## config.mk

```make
export PLATFORM = sky130hd
export DESIGN_NAME = qpht_ctrl
export DESIGN_NICKNAME = d
export VERILOG_FILES = /design/src/hw/rtl/qpht_pkg.sv /design/src/hw/rtl/qpht_ctrl.sv
export SDC_FILE = /design/constraint.sdc
export NUM_CORES = 1
export LEC_CHECK = 0
export ABC_AREA = 1
export BUFFER_PORTS_ARGS = -buffer_cell sky130_fd_sc_hd__buf_2
export CAP_MARGIN = 20
export CORE_AREA = 2 2 39 41
export CTS_CLUSTER_DIAMETER = 120
export DETAILED_ROUTE_END_ITERATION = 7
export DIE_AREA = 0 0 41 43
export PLACE_DENSITY = 0.69
export SLEW_MARGIN = 20
export SYNTH_ARGS = -nofsm -noshare
export SYNTH_HDL_FRONTEND = slang
export SYNTH_SLANG_ARGS = --single-unit
```

## constraint.sdc

```tcl
create_clock -name clk -period 2.3 [get_ports clk]
set_input_delay 0.46 -clock clk [delete_from_list [all_inputs] [get_ports clk]]
set_output_delay 0.46 -clock clk [all_outputs]
set_load 0.1 [all_outputs]
```

## src/hw/rtl/qpht_pkg.sv

```systemverilog
// Shared constants, codes and control types of the quadratic-probe hash table.
// No dependencies; every other file of the block imports this package.
package qpht_pkg;

  localparam int SLOT_CAPACITY_DEF = 1024;
  localparam int KEY_BITS_DEF      = 31;

  localparam int SIZE_W     = 11;     // table size register width
  localparam int KIND_W     = 2;
  localparam int STATUS_W   = 3;
  localparam int SIZE_RESET = 1021;
  localparam int SIZE_MIN   = 2;

  typedef enum logic [KIND_W-1:0] {
    KIND_INSERT = 2'd0,
    KIND_SEARCH = 2'd1,
    KIND_REMOVE = 2'd2
  } kind_t;

  typedef enum logic [1:0] {
    MARK_EMPTY = 2'd0,
    MARK_USED  = 2'd1,
    MARK_GONE  = 2'd2
  } mark_t;

  typedef enum logic [STATUS_W-1:0] {
    ST_INSERTED  = 3'd0,
    ST_DUPLICATE = 3'd1,
    ST_LIMIT     = 3'd2,
    ST_FOUND     = 3'd3,
    ST_MISSING   = 3'd4,
    ST_REMOVED   = 3'd5
  } status_t;

  typedef enum logic [2:0] {
    S_CLEAR,
    S_IDLE,
    S_DIV,
    S_READ,
    S_CHECK,
    S_DONE
  } ctl_state_t;

  // controller -> datapath
  typedef struct packed {
    logic    clr_step;
    logic    load;
    logic    div_step;
    logic    probe_adv;
    logic    wr_insert;
    logic    wr_remove;
    logic    set_status;
    status_t status;
    logic    out_load;
  } qpht_cmd_t;

  // datapath -> controller
  typedef struct packed {
    logic              clr_last;
    logic              div_last;
    logic              mark_empty;
    logic              mark_used;
    logic              key_match;
    logic              probe_last;
    logic              out_free;
    logic [KIND_W-1:0] kind;
  } qpht_sts_t;

endpackage

```

## src/hw/rtl/qpht_ctrl.sv

```systemverilog
// Request sequencer: clear pass, key hashing, probe loop and result hand-off.
// Depends on qpht_pkg; drives the datapath through qpht_cmd_t only.
module qpht_ctrl (
  input  logic                       clk,
  input  logic                       rst_n,
  input  logic                       in_valid,
  input  logic [qpht_pkg::KIND_W-1:0] in_kind,
  output logic                       in_ready,
  input  qpht_pkg::qpht_sts_t        sts,
  output qpht_pkg::qpht_cmd_t        cmd
);
  import qpht_pkg::*;

  ctl_state_t state_r, state_nxt;

  always_ff @(posedge clk) begin
    if (!rst_n) begin
      state_r <= S_CLEAR;
    end else begin
      state_r <= state_nxt;
    end
  end

  // next state
  always_comb begin
    state_nxt = state_r;
    unique case (state_r)
      S_CLEAR: begin
        if (sts.clr_last) state_nxt = S_IDLE;
      end
      S_IDLE: begin
        if (in_valid) begin
          if (in_kind == KIND_INSERT || in_kind == KIND_SEARCH || in_kind == KIND_REMOVE)
            state_nxt = S_DIV;
          else
            state_nxt = S_DONE;
        end
      end
      S_DIV: begin
        if (sts.div_last) state_nxt = S_READ;
      end
      S_READ: state_nxt = S_CHECK;
      S_CHECK: begin
        if (sts.kind == KIND_INSERT) begin
          if (!sts.mark_used || sts.key_match || sts.probe_last) state_nxt = S_DONE;
          else state_nxt = S_READ;
        end else begin
          if (sts.mark_empty || (sts.mark_used && sts.key_match) || sts.probe_last)
            state_nxt = S_DONE;
          else
            state_nxt = S_READ;
        end
      end
      S_DONE: begin
        if (sts.out_free) state_nxt = S_IDLE;
      end
      default: state_nxt = S_CLEAR;
    endcase
  end

  // outputs
  always_comb begin
    cmd        = '0;
    cmd.status = ST_MISSING;
    in_ready   = 1'b0;
    unique case (state_r)
      S_CLEAR: cmd.clr_step = 1'b1;
      S_IDLE: begin
        in_ready = 1'b1;
        cmd.load = in_valid;
      end
      S_DIV:  cmd.div_step = 1'b1;
      S_READ: ;
      S_CHECK: begin
        if (sts.kind == KIND_INSERT) begin
          priority if (!sts.mark_used) begin
            cmd.wr_insert  = 1'b1;
            cmd.set_status = 1'b1;
            cmd.status     = ST_INSERTED;
          end else if (sts.key_match) begin
            cmd.set_status = 1'b1;
            cmd.status     = ST_DUPLICATE;
          end else if (sts.probe_last) begin
            cmd.set_status = 1'b1;
            cmd.status     = ST_LIMIT;
          end else begin
            cmd.probe_adv = 1'b1;
          end
        end else begin
          // search and remove pass deleted slots
          priority if (sts.mark_empty) begin
            cmd.set_status = 1'b1;
            cmd.status     = ST_MISSING;
          end else if (sts.mark_used && sts.key_match) begin
            cmd.set_status = 1'b1;
            if (sts.kind == KIND_REMOVE) begin
              cmd.wr_remove = 1'b1;
              cmd.status    = ST_REMOVED;
            end else begin
              cmd.status = ST_FOUND;
            end
          end else if (sts.probe_last) begin
            cmd.set_status = 1'b1;
            cmd.status     = ST_MISSING;
          end else begin
            cmd.probe_adv = 1'b1;
          end
        end
      end
      S_DONE: cmd.out_load = sts.out_free;
      default: ;
    endcase
  end

endmodule

```

==> metrics.json, run 1 <==
{
  "area_of_the_multi_input_gates": {"value": 307.8, "unit": "um^2"},
  "synthMuxAreaShare": {"value": 0, "unit": "%"},
  "first_pass_grt_wire_length": {"value": 2.049, "unit": "mm"},
  "worstRegToRegCells": {"value": 6},
  "cts_root_buf": {"value": "sky130_fd_sc_hd__clkbuf_4"},
  "initial_util": {"value": 28.66, "unit": "%"},
  "edff_count_synth": {"value": 0},
  "min_period": {"value": 2077, "unit": "ps"},
  "share_of_the_clock_period_used_by_the_worst_path_after_layout": {"value": 90.32, "unit": "%"},
  "fillers": {"value": 139},
  "synth-warning-count": {"value": 0},
  "worstMarginPinSlew": {"value": 487.9, "unit": "ps"},
  "crit_path_max_fanout": {"value": 6},
  "total_detailed_routing_wirelength": {"value": 1.167, "unit": "mm"},
  "globalRoute.totalOverflow": {"value": 0},
  "cts_inserted_buffers": {"value": 3},
  "rsz0062_at_grt": {"value": "no"},
  "clock_slew_seen_by_the_registers_of_the_worst_setup_and_hold_paths": {"value": 40, "unit": "ps"},
  "num_vias": {"value": 542},
  "power.ir.vdd_worst": {"value": 0.3108, "unit": "mV"},
  "hp-class": {"value": "primary input to register"},
  "hold_depth": {"value": 3},
  "p_leak": {"value": 0.3374, "unit": "nW"},
  "fp.dieW": {"value": 41, "unit": "um"},
  "max_flop_register": {"value": "state_r"},
  "via_per_inst": {"value": 4.672},
  "fp.coreArea": {"value": 1384, "unit": "um^2"},
  "setup.reg_to_reg.worst_slack": {"value": 1080, "unit": "ps"},
  "io-pin-count": {"value": 26},
  "critPathArrivalTime": {"value": 1620, "unit": "ps"},
  "critical_path.endpoint_type": {"value": "primary output"},
  "yosysTopAreaCellShare": {"value": 15.14, "unit": "%"},
  "synth.area.top_cells": {"value": "sky130_fd_sc_hd__dfxtp_1, sky130_fd_sc_hd__nand2_1, sky130_fd_sc_hd__nand3_1"},
  "area_growth": {"value": 69.09, "unit": "%"},
  "tritoncts_clock_tree": {"value": "built"},
  "postRouteAntennaNets": {"value": 0},
  "critical_path_cell_by_cell": {"value": "nor2_2 -> inv_2 -> nor2_4 -> nand3_1 -> nor2_2 -> buf_2"},
  "clock.fmax": {"value": 481.4, "unit": "MHz"},
  "post-cts-setup-buffers": {"value": 0},
  "synth_sequential_area_ratio": {"value": 15.14, "unit": "%"},
  "worst_setup_path_start_kind": {"value": "register"},
  "chipHeight": {"value": 43, "unit": "um"},
  "post_route_cells_drive_above_1_share": {"value": 49.00, "unit": "%"},
  "timing.max_cap.violations": {"value": 0},
  "r2r_start": {"value": "state_r[2]$_SDFFE_PN0P_"},
  "grt_start_max_net_pins": {"value": 8},
  "first_global_vias": {"value": 511},
  "design_area": {"value": 670.6, "unit": "um^2"},
  "finalSetupViolations": {"value": 0},
  "worst_clock_skew": {"value": 4.786, "unit": "ps"},
  "criticalPathCategory": {"value": "register to primary output"},
  "compound_gate_portion_of_the_synthesized_area": {"value": 11.67, "unit": "%"},
  "io_buffer_count": {"value": 25},
  "post-route-util": {"value": 48.46, "unit": "%"},
  "synth_top_cells_by_count": {"value": "sky130_fd_sc_hd__nand2_1, sky130_fd_sc_hd__inv_1, sky130_fd_sc_hd__nand3_1, sky130_fd_sc_hd__nor2_1, sky130_fd_sc_hd__inv_2"},
  "p_per_area": {"value": 602.5, "unit": "nW/um^2"},
  "diodes": {"value": 0},
  "final-seq-area": {"value": 60.06, "unit": "um^2"},
  "std_cell_rows": {"value": 14},
  "synth-seq-cells": {"value": 3},
  "finish.net_count": {"value": 115},
  "drtPass1Iterations": {"value": 4},
  "outcome": {"value": "finished, final reports clean"},
  "yosys.cell_count.top_type": {"value": "sky130_fd_sc_hd__nand2_1"},
  "synth_top_family_by_area": {"value": "simple AND/OR/NAND/NOR gates"},
  "post_synth_fa_ha_maj_area_fraction": {"value": 0, "unit": "%"},
  "post_drt_wl_per_cell": {"value": 10.06, "unit": "um"},
  "post_synth_inst_count": {"value": 71},
  "drc": {"value": 0},
  "setup.worst_path.start": {"value": "state_r[0]$_SDFFE_PN0P_"},
  "initial_antenna_violation_count": {"value": 0},
  "post_synth_xor_area_fraction": {"value": 0, "unit": "%"},
  "place.gp.congestion": {"value": 0.8620},
  "post-synth-top-area-cell": {"value": "sky130_fd_sc_hd__dfxtp_1"},
  "post_synthesis_instance_area": {"value": 396.6, "unit": "um^2"},
  "worst_skew_pair.late_latency": {"value": 230, "unit": "ps"},
  "largest_register_ff_count": {"value": 3},
  "cts.repair.resized": {"value": 0},
  "worst_slew_margin_rel": {"value": 67.70, "unit": "%"},
  "synth-main-ff-cell": {"value": "sky130_fd_sc_hd__dfxtp_1"},
  "crit_end": {"value": "cmd[5]"},
  "timing.critical_path.mode_cell": {"value": "sky130_fd_sc_hd__nor2_2"},
  "track_usage": {"value": 16.95, "unit": "%"},
  "timing_max_transition_violations_final": {"value": 0},
  "cts_htree_levels": {"value": 1},
  "dr.first_iter.drc_count": {"value": 33},
  "synthDistinctLibCells": {"value": 21},
  "postPlaceCellArea": {"value": 644.4, "unit": "um^2"},
  "reg.largest.list": {"value": "state_r: 3 flops"},
  "critPathSlowestCell": {"value": "sky130_fd_sc_hd__buf_2"},
  "timing_hold_violations_final": {"value": 0},
  "synthesized_area_per_cell": {"value": 5.586, "unit": "um^2"},
  "cts-hold-fix-buffers": {"value": 0},
  "yosys.area_share.simple": {"value": 58.99, "unit": "%"},
  "detailedPlacementHpwl": {"value": 946.4, "unit": "um"},
  "ctsLongestPathBuffers": {"value": 2},
  "worst-endpoint-required": {"value": 1840, "unit": "ps"},
  "design.die.area": {"value": 1763, "unit": "um^2"},
  "synth.net_count": {"value": 85},
  "asyncSetResetFlopFracSynth": {"value": 0, "unit": "%"},
  "r2r_end": {"value": "state_r[1]$_SDFFE_PN0P_"},
  "timing.critical_path.slowest_cell_delay": {"value": 420, "unit": "ps"},
  "cts.sink_count": {"value": 3}
}
[worst min path at each step]
stage,from,to
2_1_floorplan,state_r[2]$_SDFFE_PN0P_,state_r[2]$_SDFFE_PN0P_
3_3_place_gp,state_r[2]$_SDFFE_PN0P_,state_r[2]$_SDFFE_PN0P_
3_5_place_dp,state_r[2]$_SDFFE_PN0P_,state_r[2]$_SDFFE_PN0P_
4_1_cts,rst_n,state_r[2]$_SDFFE_PN0P_
5_1_grt,rst_n,state_r[2]$_SDFFE_PN0P_
6_report,rst_n,state_r[2]$_SDFFE_PN0P_
[metal layers]
metal | wire [um] | global-route usage (%)
met5 | 0 | 0
met4 | 22 | 10.00
met3 | 64 | 3.141
met2 | 553 | 21.56
met1 | 526 | 25.32
[critical path, delay by kind of cell, from the launching register on]
kind / cells / cell delay, ps
and+or+nand+nor: 4 / 520
buffers and inverters: 2 / 480
DFF: 1 / 380
[through the flow]
stage                     setup WS [ps]  setup TNS [ps]  instances  hold WS (ps)  power, mW
after floorplan                  -383.2          -812.7         71         550.6     0.2631
final                             222.7               0        116         515.8     0.4041
after global routing              113.3               0        116         522.4     0.4250
after detailed placement          272.9               0        112         582.8     0.3106
after global placement            353.6               0        112         579.0     0.3083
after CTS                         213.4               0        116         506.5     0.4039
[kinds of logic after synthesis]
kind of cell	count (synthesis)
AOI/OAI and AO/OA	7
and+or+nand+nor	46
buffers and inverters	15
DFF	3
[cell usage in the layout, fill, tap and decap left out]
| master | n |
|---|---|
| sky130_fd_sc_hd__buf_2 | 20 |
| sky130_fd_sc_hd__nand2_1 | 15 |
| sky130_fd_sc_hd__inv_1 | 9 |
| sky130_fd_sc_hd__nand3_1 | 9 |
| sky130_fd_sc_hd__nor2_1 | 7 |
| sky130_fd_sc_hd__inv_2 | 5 |
| sky130_fd_sc_hd__buf_12 | 5 |
| sky130_fd_sc_hd__nor2_2 | 4 |
| sky130_fd_sc_hd__nor3_2 | 3 |
| sky130_fd_sc_hd__a21oi_2 | 3 |
| sky130_fd_sc_hd__clkbuf_4 | 3 |
| sky130_fd_sc_hd__dfxtp_1 | 3 |
| sky130_fd_sc_hd__nand3_2 | 2 |
| sky130_fd_sc_hd__o21ai_0 | 2 |
| sky130_fd_sc_hd__nand4_1 | 2 |
| sky130_fd_sc_hd__nor2_4 | 1 |
| sky130_fd_sc_hd__a211oi_2 | 1 |
| sky130_fd_sc_hd__nand2_2 | 1 |
| sky130_fd_sc_hd__nor4_2 | 1 |
| sky130_fd_sc_hd__clkinv_1 | 1 |
| sky130_fd_sc_hd__nand3b_1 | 1 |
| sky130_fd_sc_hd__a31oi_1 | 1 |
| sky130_fd_sc_hd__clkbuf_1 | 1 |
[cell type report]
cell class	count	area share, %
multi-input cells	53	45.90
repair buffers	25	29.85
flip-flops and latches	3	8.955
inverters	15	8.396
clock buffers	4	3.918
well taps	16	2.985
[report_power, final]
| group | internal, mW | switching, mW | total, mW |
|---|---|---|---|
| registers | 0.0592 | 0.0140 | 0.0732 |
| logic | 0.0539 | 0.185 | 0.239 |
| clock network | 0.0650 | 0.0268 | 0.0918 |
| total | 0.178 | 0.226 | 0.404 |
Power figures use the tool's default switching activity.
==> run 2, diff against run 1 <==
==> constraint.sdc (replaced) <==
create_clock -name clk -period 2.01 [get_ports clk]
set_input_delay 0.402 -clock clk [delete_from_list [all_inputs] [get_ports clk]]
set_output_delay 0.402 -clock clk [all_outputs]
set_load 0.1 [all_outputs]
==> run 2 against run 1 <==
- critical path depth unchanged
- sequential share of layout area fell by 0.64 points
- global-route usage decreased by 1.1 points
- power increased by 19%
- sequential power grew 20%
- critical path type unchanged
- count of clock-buffer cells in the layout unchanged
- worst setup slack got worse by 140 ps
- largest power group unchanged
- via count grew 1.7%
- first-iteration DRC count down 73%
- clock power increased by 21%
==> metrics.json, run 2 (synthesis gave the netlist of run 1 again) <==
{
  "hold_path_end": {"value": "state_r[0]$_SDFFE_PN0P_"},
  "cts_htree_levels": {"value": 1, "change": "unchanged"},
  "io_buffer_count": {"value": 25, "change": "unchanged"},
  "std_cell_rows": {"value": 14, "change": "unchanged"},
  "crit_path_max_fanout": {"value": 6, "change": "unchanged"},
  "r2r_end": {"value": "state_r[1]$_SDFFE_PN0P_"},
  "post_drt_wl_per_cell": {"value": 9.726, "unit": "um", "change": "-3.3%"},
  "worstMarginPinSlew": {"value": 487.3, "unit": "ps", "change": "-0.5867 ps"},
  "globalRoute.totalOverflow": {"value": 0, "change": "unchanged"},
  "place.gp.congestion": {"value": 0.8975, "change": "+4.1%"},
  "postLayoutSetupSlackWorst": {"value": 87.47, "unit": "ps", "change": "-135.2 ps"},
  "worstRegToRegCells": {"value": 6, "change": "unchanged"},
  "critical_path.endpoint_type": {"value": "primary output"},
  "clock_slew_seen_by_the_registers_of_the_worst_setup_and_hold_paths": {"value": 40, "unit": "ps", "change": "about the same"},
  "first_global_vias": {"value": 474, "change": "-7.2%"},
  "cpLargestDelayFamily": {"value": "flip-flops"},
  "drc": {"value": 0, "change": "unchanged"},
  "place.detailed.instances": {"value": 113, "change": "+0.89%"},
  "via_per_inst": {"value": 4.709, "change": "+0.79%"},
  "timing.critical_path.mode_cell": {"value": "sky130_fd_sc_hd__inv_2"},
  "clock.fmax": {"value": 520.1, "unit": "MHz"},
  "reg.largest.list": {"value": "state_r: 3 flops"},
  "most-common-layout-cells": {"value": "sky130_fd_sc_hd__buf_2, sky130_fd_sc_hd__nand2_1, sky130_fd_sc_hd__inv_1, sky130_fd_sc_hd__nand3_1, sky130_fd_sc_hd__buf_12"},
  "rsz0062_at_grt": {"value": "no"},
  "post_route_cells_drive_above_1_share": {"value": 53.47, "unit": "%", "change": "+4.5 points"},
  "initial_util": {"value": 28.66, "unit": "%", "change": "unchanged"},
  "worst_skew_pair.late_latency": {"value": 240, "unit": "ps", "change": "about the same"},
  "max_flop_register": {"value": "state_r"},
  "first_pass_grt_wire_length": {"value": 1.904, "unit": "mm", "change": "-7.1%"},
  "finish.net_count": {"value": 116, "change": "+0.87%"},
  "track_usage": {"value": 15.86, "unit": "%", "change": "-1.1 points"},
  "cts_root_buf": {"value": "sky130_fd_sc_hd__clkbuf_4"},
  "criticalPathCategory": {"value": "register to primary output"},
  "p_per_area": {"value": 641.1, "unit": "nW/um^2", "change": "+6.4%"},
  "area_growth": {"value": 89.59, "unit": "%"},
  "critPathSlowestCell": {"value": "sky130_fd_sc_hd__dfxtp_1"},
  "timing_hold_violations_final": {"value": 0, "change": "unchanged"},
  "dr.first_iter.drc_count": {"value": 9, "change": "-73%"},
  "fillers": {"value": 134, "change": "-3.6%"},
  "holdCritStartpoint": {"value": "rst_n"},
  "post-cts-setup-buffers": {"value": 0, "change": "unchanged"},
  "cts-hold-fix-buffers": {"value": 0, "change": "unchanged"},
  "power.ir.vdd_worst": {"value": 0.3131, "unit": "mV", "change": "+0.76%"},
  "total_power": {"value": 0.4821, "unit": "mW", "change": "+19%"},
  "timing.critical_path.slowest_cell_delay": {"value": 390, "unit": "ps", "change": "-30 ps"},
  "finalNonFillerCells": {"value": 117, "change": "+0.86%"},
  "timing.max_cap.violations": {"value": 0, "change": "unchanged"},
  "num_vias": {"value": 551, "change": "+1.7%"},
  "final-seq-area": {"value": 62.56, "unit": "um^2", "change": "+4.2%"},
  "p_leak": {"value": 0.3591, "unit": "nW", "change": "+6.4%"},
  "critPathArrivalTime": {"value": 1520, "unit": "ps", "change": "-100 ps"},
  "design.die.area": {"value": 1763, "unit": "um^2", "change": "unchanged"},
  "setup.reg_to_reg.worst_slack": {"value": 790, "unit": "ps", "change": "-290 ps"},
  "worst_slew_margin_rel": {"value": 67.73, "unit": "%", "change": "about the same"},
  "cts.sink_count": {"value": 3, "change": "unchanged"},
  "fp.dieW": {"value": 41, "unit": "um", "change": "unchanged"},
  "chipHeight": {"value": 43, "unit": "um", "change": "unchanged"},
  "final.setup.tns": {"value": 0, "unit": "ps", "change": "unchanged"},
  "finalSetupViolations": {"value": 0, "change": "unchanged"},
  "timing_max_transition_violations_final": {"value": 0, "change": "unchanged"},
  "io-pin-count": {"value": 26, "change": "unchanged"},
  "hp-class": {"value": "primary input to register"},
  "detailedPlacementHpwl": {"value": 977.3, "unit": "um", "change": "+3.3%"},
  "hold_depth": {"value": 3, "change": "unchanged"},
  "final_common_cell": {"value": "sky130_fd_sc_hd__buf_2"},
  "critical_path_cell_by_cell": {"value": "nor2_2 -> inv_2 -> nor2_4 -> inv_2 -> a211oi_4 -> buf_12"},
  "tritoncts_clock_tree": {"value": "built"},
  "diodes": {"value": 0, "change": "unchanged"},
  "share_of_the_clock_period_used_by_the_worst_path_after_layout": {"value": 95.65, "unit": "%"},
  "grt_start_max_net_pins": {"value": 8, "change": "unchanged"},
  "worst_clock_skew": {"value": 9.526, "unit": "ps", "change": "+4.740 ps"},
  "drtPass1Iterations": {"value": 4, "change": "unchanged"},
  "dpl_worst_slack": {"value": 210.8, "unit": "ps", "change": "-62.16 ps"},
  "cts_inserted_buffers": {"value": 3, "change": "unchanged"},
  "postRouteAntennaNets": {"value": 0, "change": "unchanged"},
  "total_detailed_routing_wirelength": {"value": 1.138, "unit": "mm", "change": "-2.5%"},
  "fp.coreArea": {"value": 1384, "unit": "um^2", "change": "unchanged"},
  "r2r_start": {"value": "state_r[1]$_SDFFE_PN0P_"},
  "worst_setup_path_start_kind": {"value": "register"},
  "min_period": {"value": 1923, "unit": "ps"},
  "largest_register_ff_count": {"value": 3, "change": "unchanged"},
  "initial_antenna_violation_count": {"value": 0, "change": "unchanged"},
  "crit_buf_inv": {"value": 3, "change": "+1"},
  "worst-endpoint-required": {"value": 1610, "unit": "ps", "change": "-230 ps"},
  "outcome": {"value": "finished, final reports clean"},
  "ctsLongestPathBuffers": {"value": 2, "change": "unchanged"},
  "hold-worst-slack": {"value": 416.2, "unit": "ps", "change": "-99.61 ps"},
  "area_of_the_multi_input_gates": {"value": 349.1, "unit": "um^2", "change": "+13%"}
}
[run 2: through the flow]
stage | area, um^2 | utilization (%)
2_1_floorplan | 465.4 | -
3_3_place_gp | 723.2 | 52.26
3_5_place_dp | 723.2 | 52.26
4_1_cts | 749.5 | 54.16
5_1_grt | 752.0 | 54.34
6_report | 752.0 | 54.34
[run 2: layout make-up]
class	instances	area share (%)
multi-input combinational	53	46.42
timing repair buffer	26	31.61
sequential	3	8.319
inverter	15	7.488
clock buffer	4	3.494
tap	16	2.662
[run 2: timing repair]
action	CTS	global route
setup endpoints to repair	0	1
hold endpoints to repair	0	0
gates resized for setup	0	2
[run 2: layer usage]
| layer | global-route usage, % | vias to the layer above | wire length, um |
|---|---|---|---|
| met4 | 8.667 | 0 | 19 |
| li1 | - | 291 | - |
| met5 | 0 | - | 0 |
| met2 | 18.75 | 22 | 544 |
| met3 | 5.236 | 3 | 56 |
| met1 | 24.12 | 235 | 517 |
[run 2: tightest hold or removal path: cells and delay by family]
family | cells | cell delay [ps]
AOI/OAI and AO/OA | 1 | 40
and+or+nand+nor | 1 | 70
buffers and inverters | 1 | 100
[run 2: power breakdown]
| part | leakage [nW] | total (mW) | internal (mW) | switching (mW) |
|---|---|---|---|---|
| sequential | 0.0253 | 0.0881 | 0.0689 | 0.0192 |
| combinational | 0.319 | 0.283 | 0.0670 | 0.216 |
| clock | 0.0150 | 0.111 | 0.0747 | 0.0358 |
[run 2: worst max-delay path by stage]
stage	from	to	slack, ps	cells after the start
after floorplan	state_r[2]$_SDFFE_PN0P_	cmd[9]	-160	3
after detailed placement	sts[6]	cmd[2]	210	7
after global routing	state_r[1]$_SDFFE_PN0P_	cmd[1]	10	6
after CTS	state_r[0]$_SDFFE_PN0P_	cmd[1]	50	6
final	state_r[1]$_SDFFE_PN0P_	cmd[1]	90	6
after global placement	sts[6]	cmd[2]	250	7
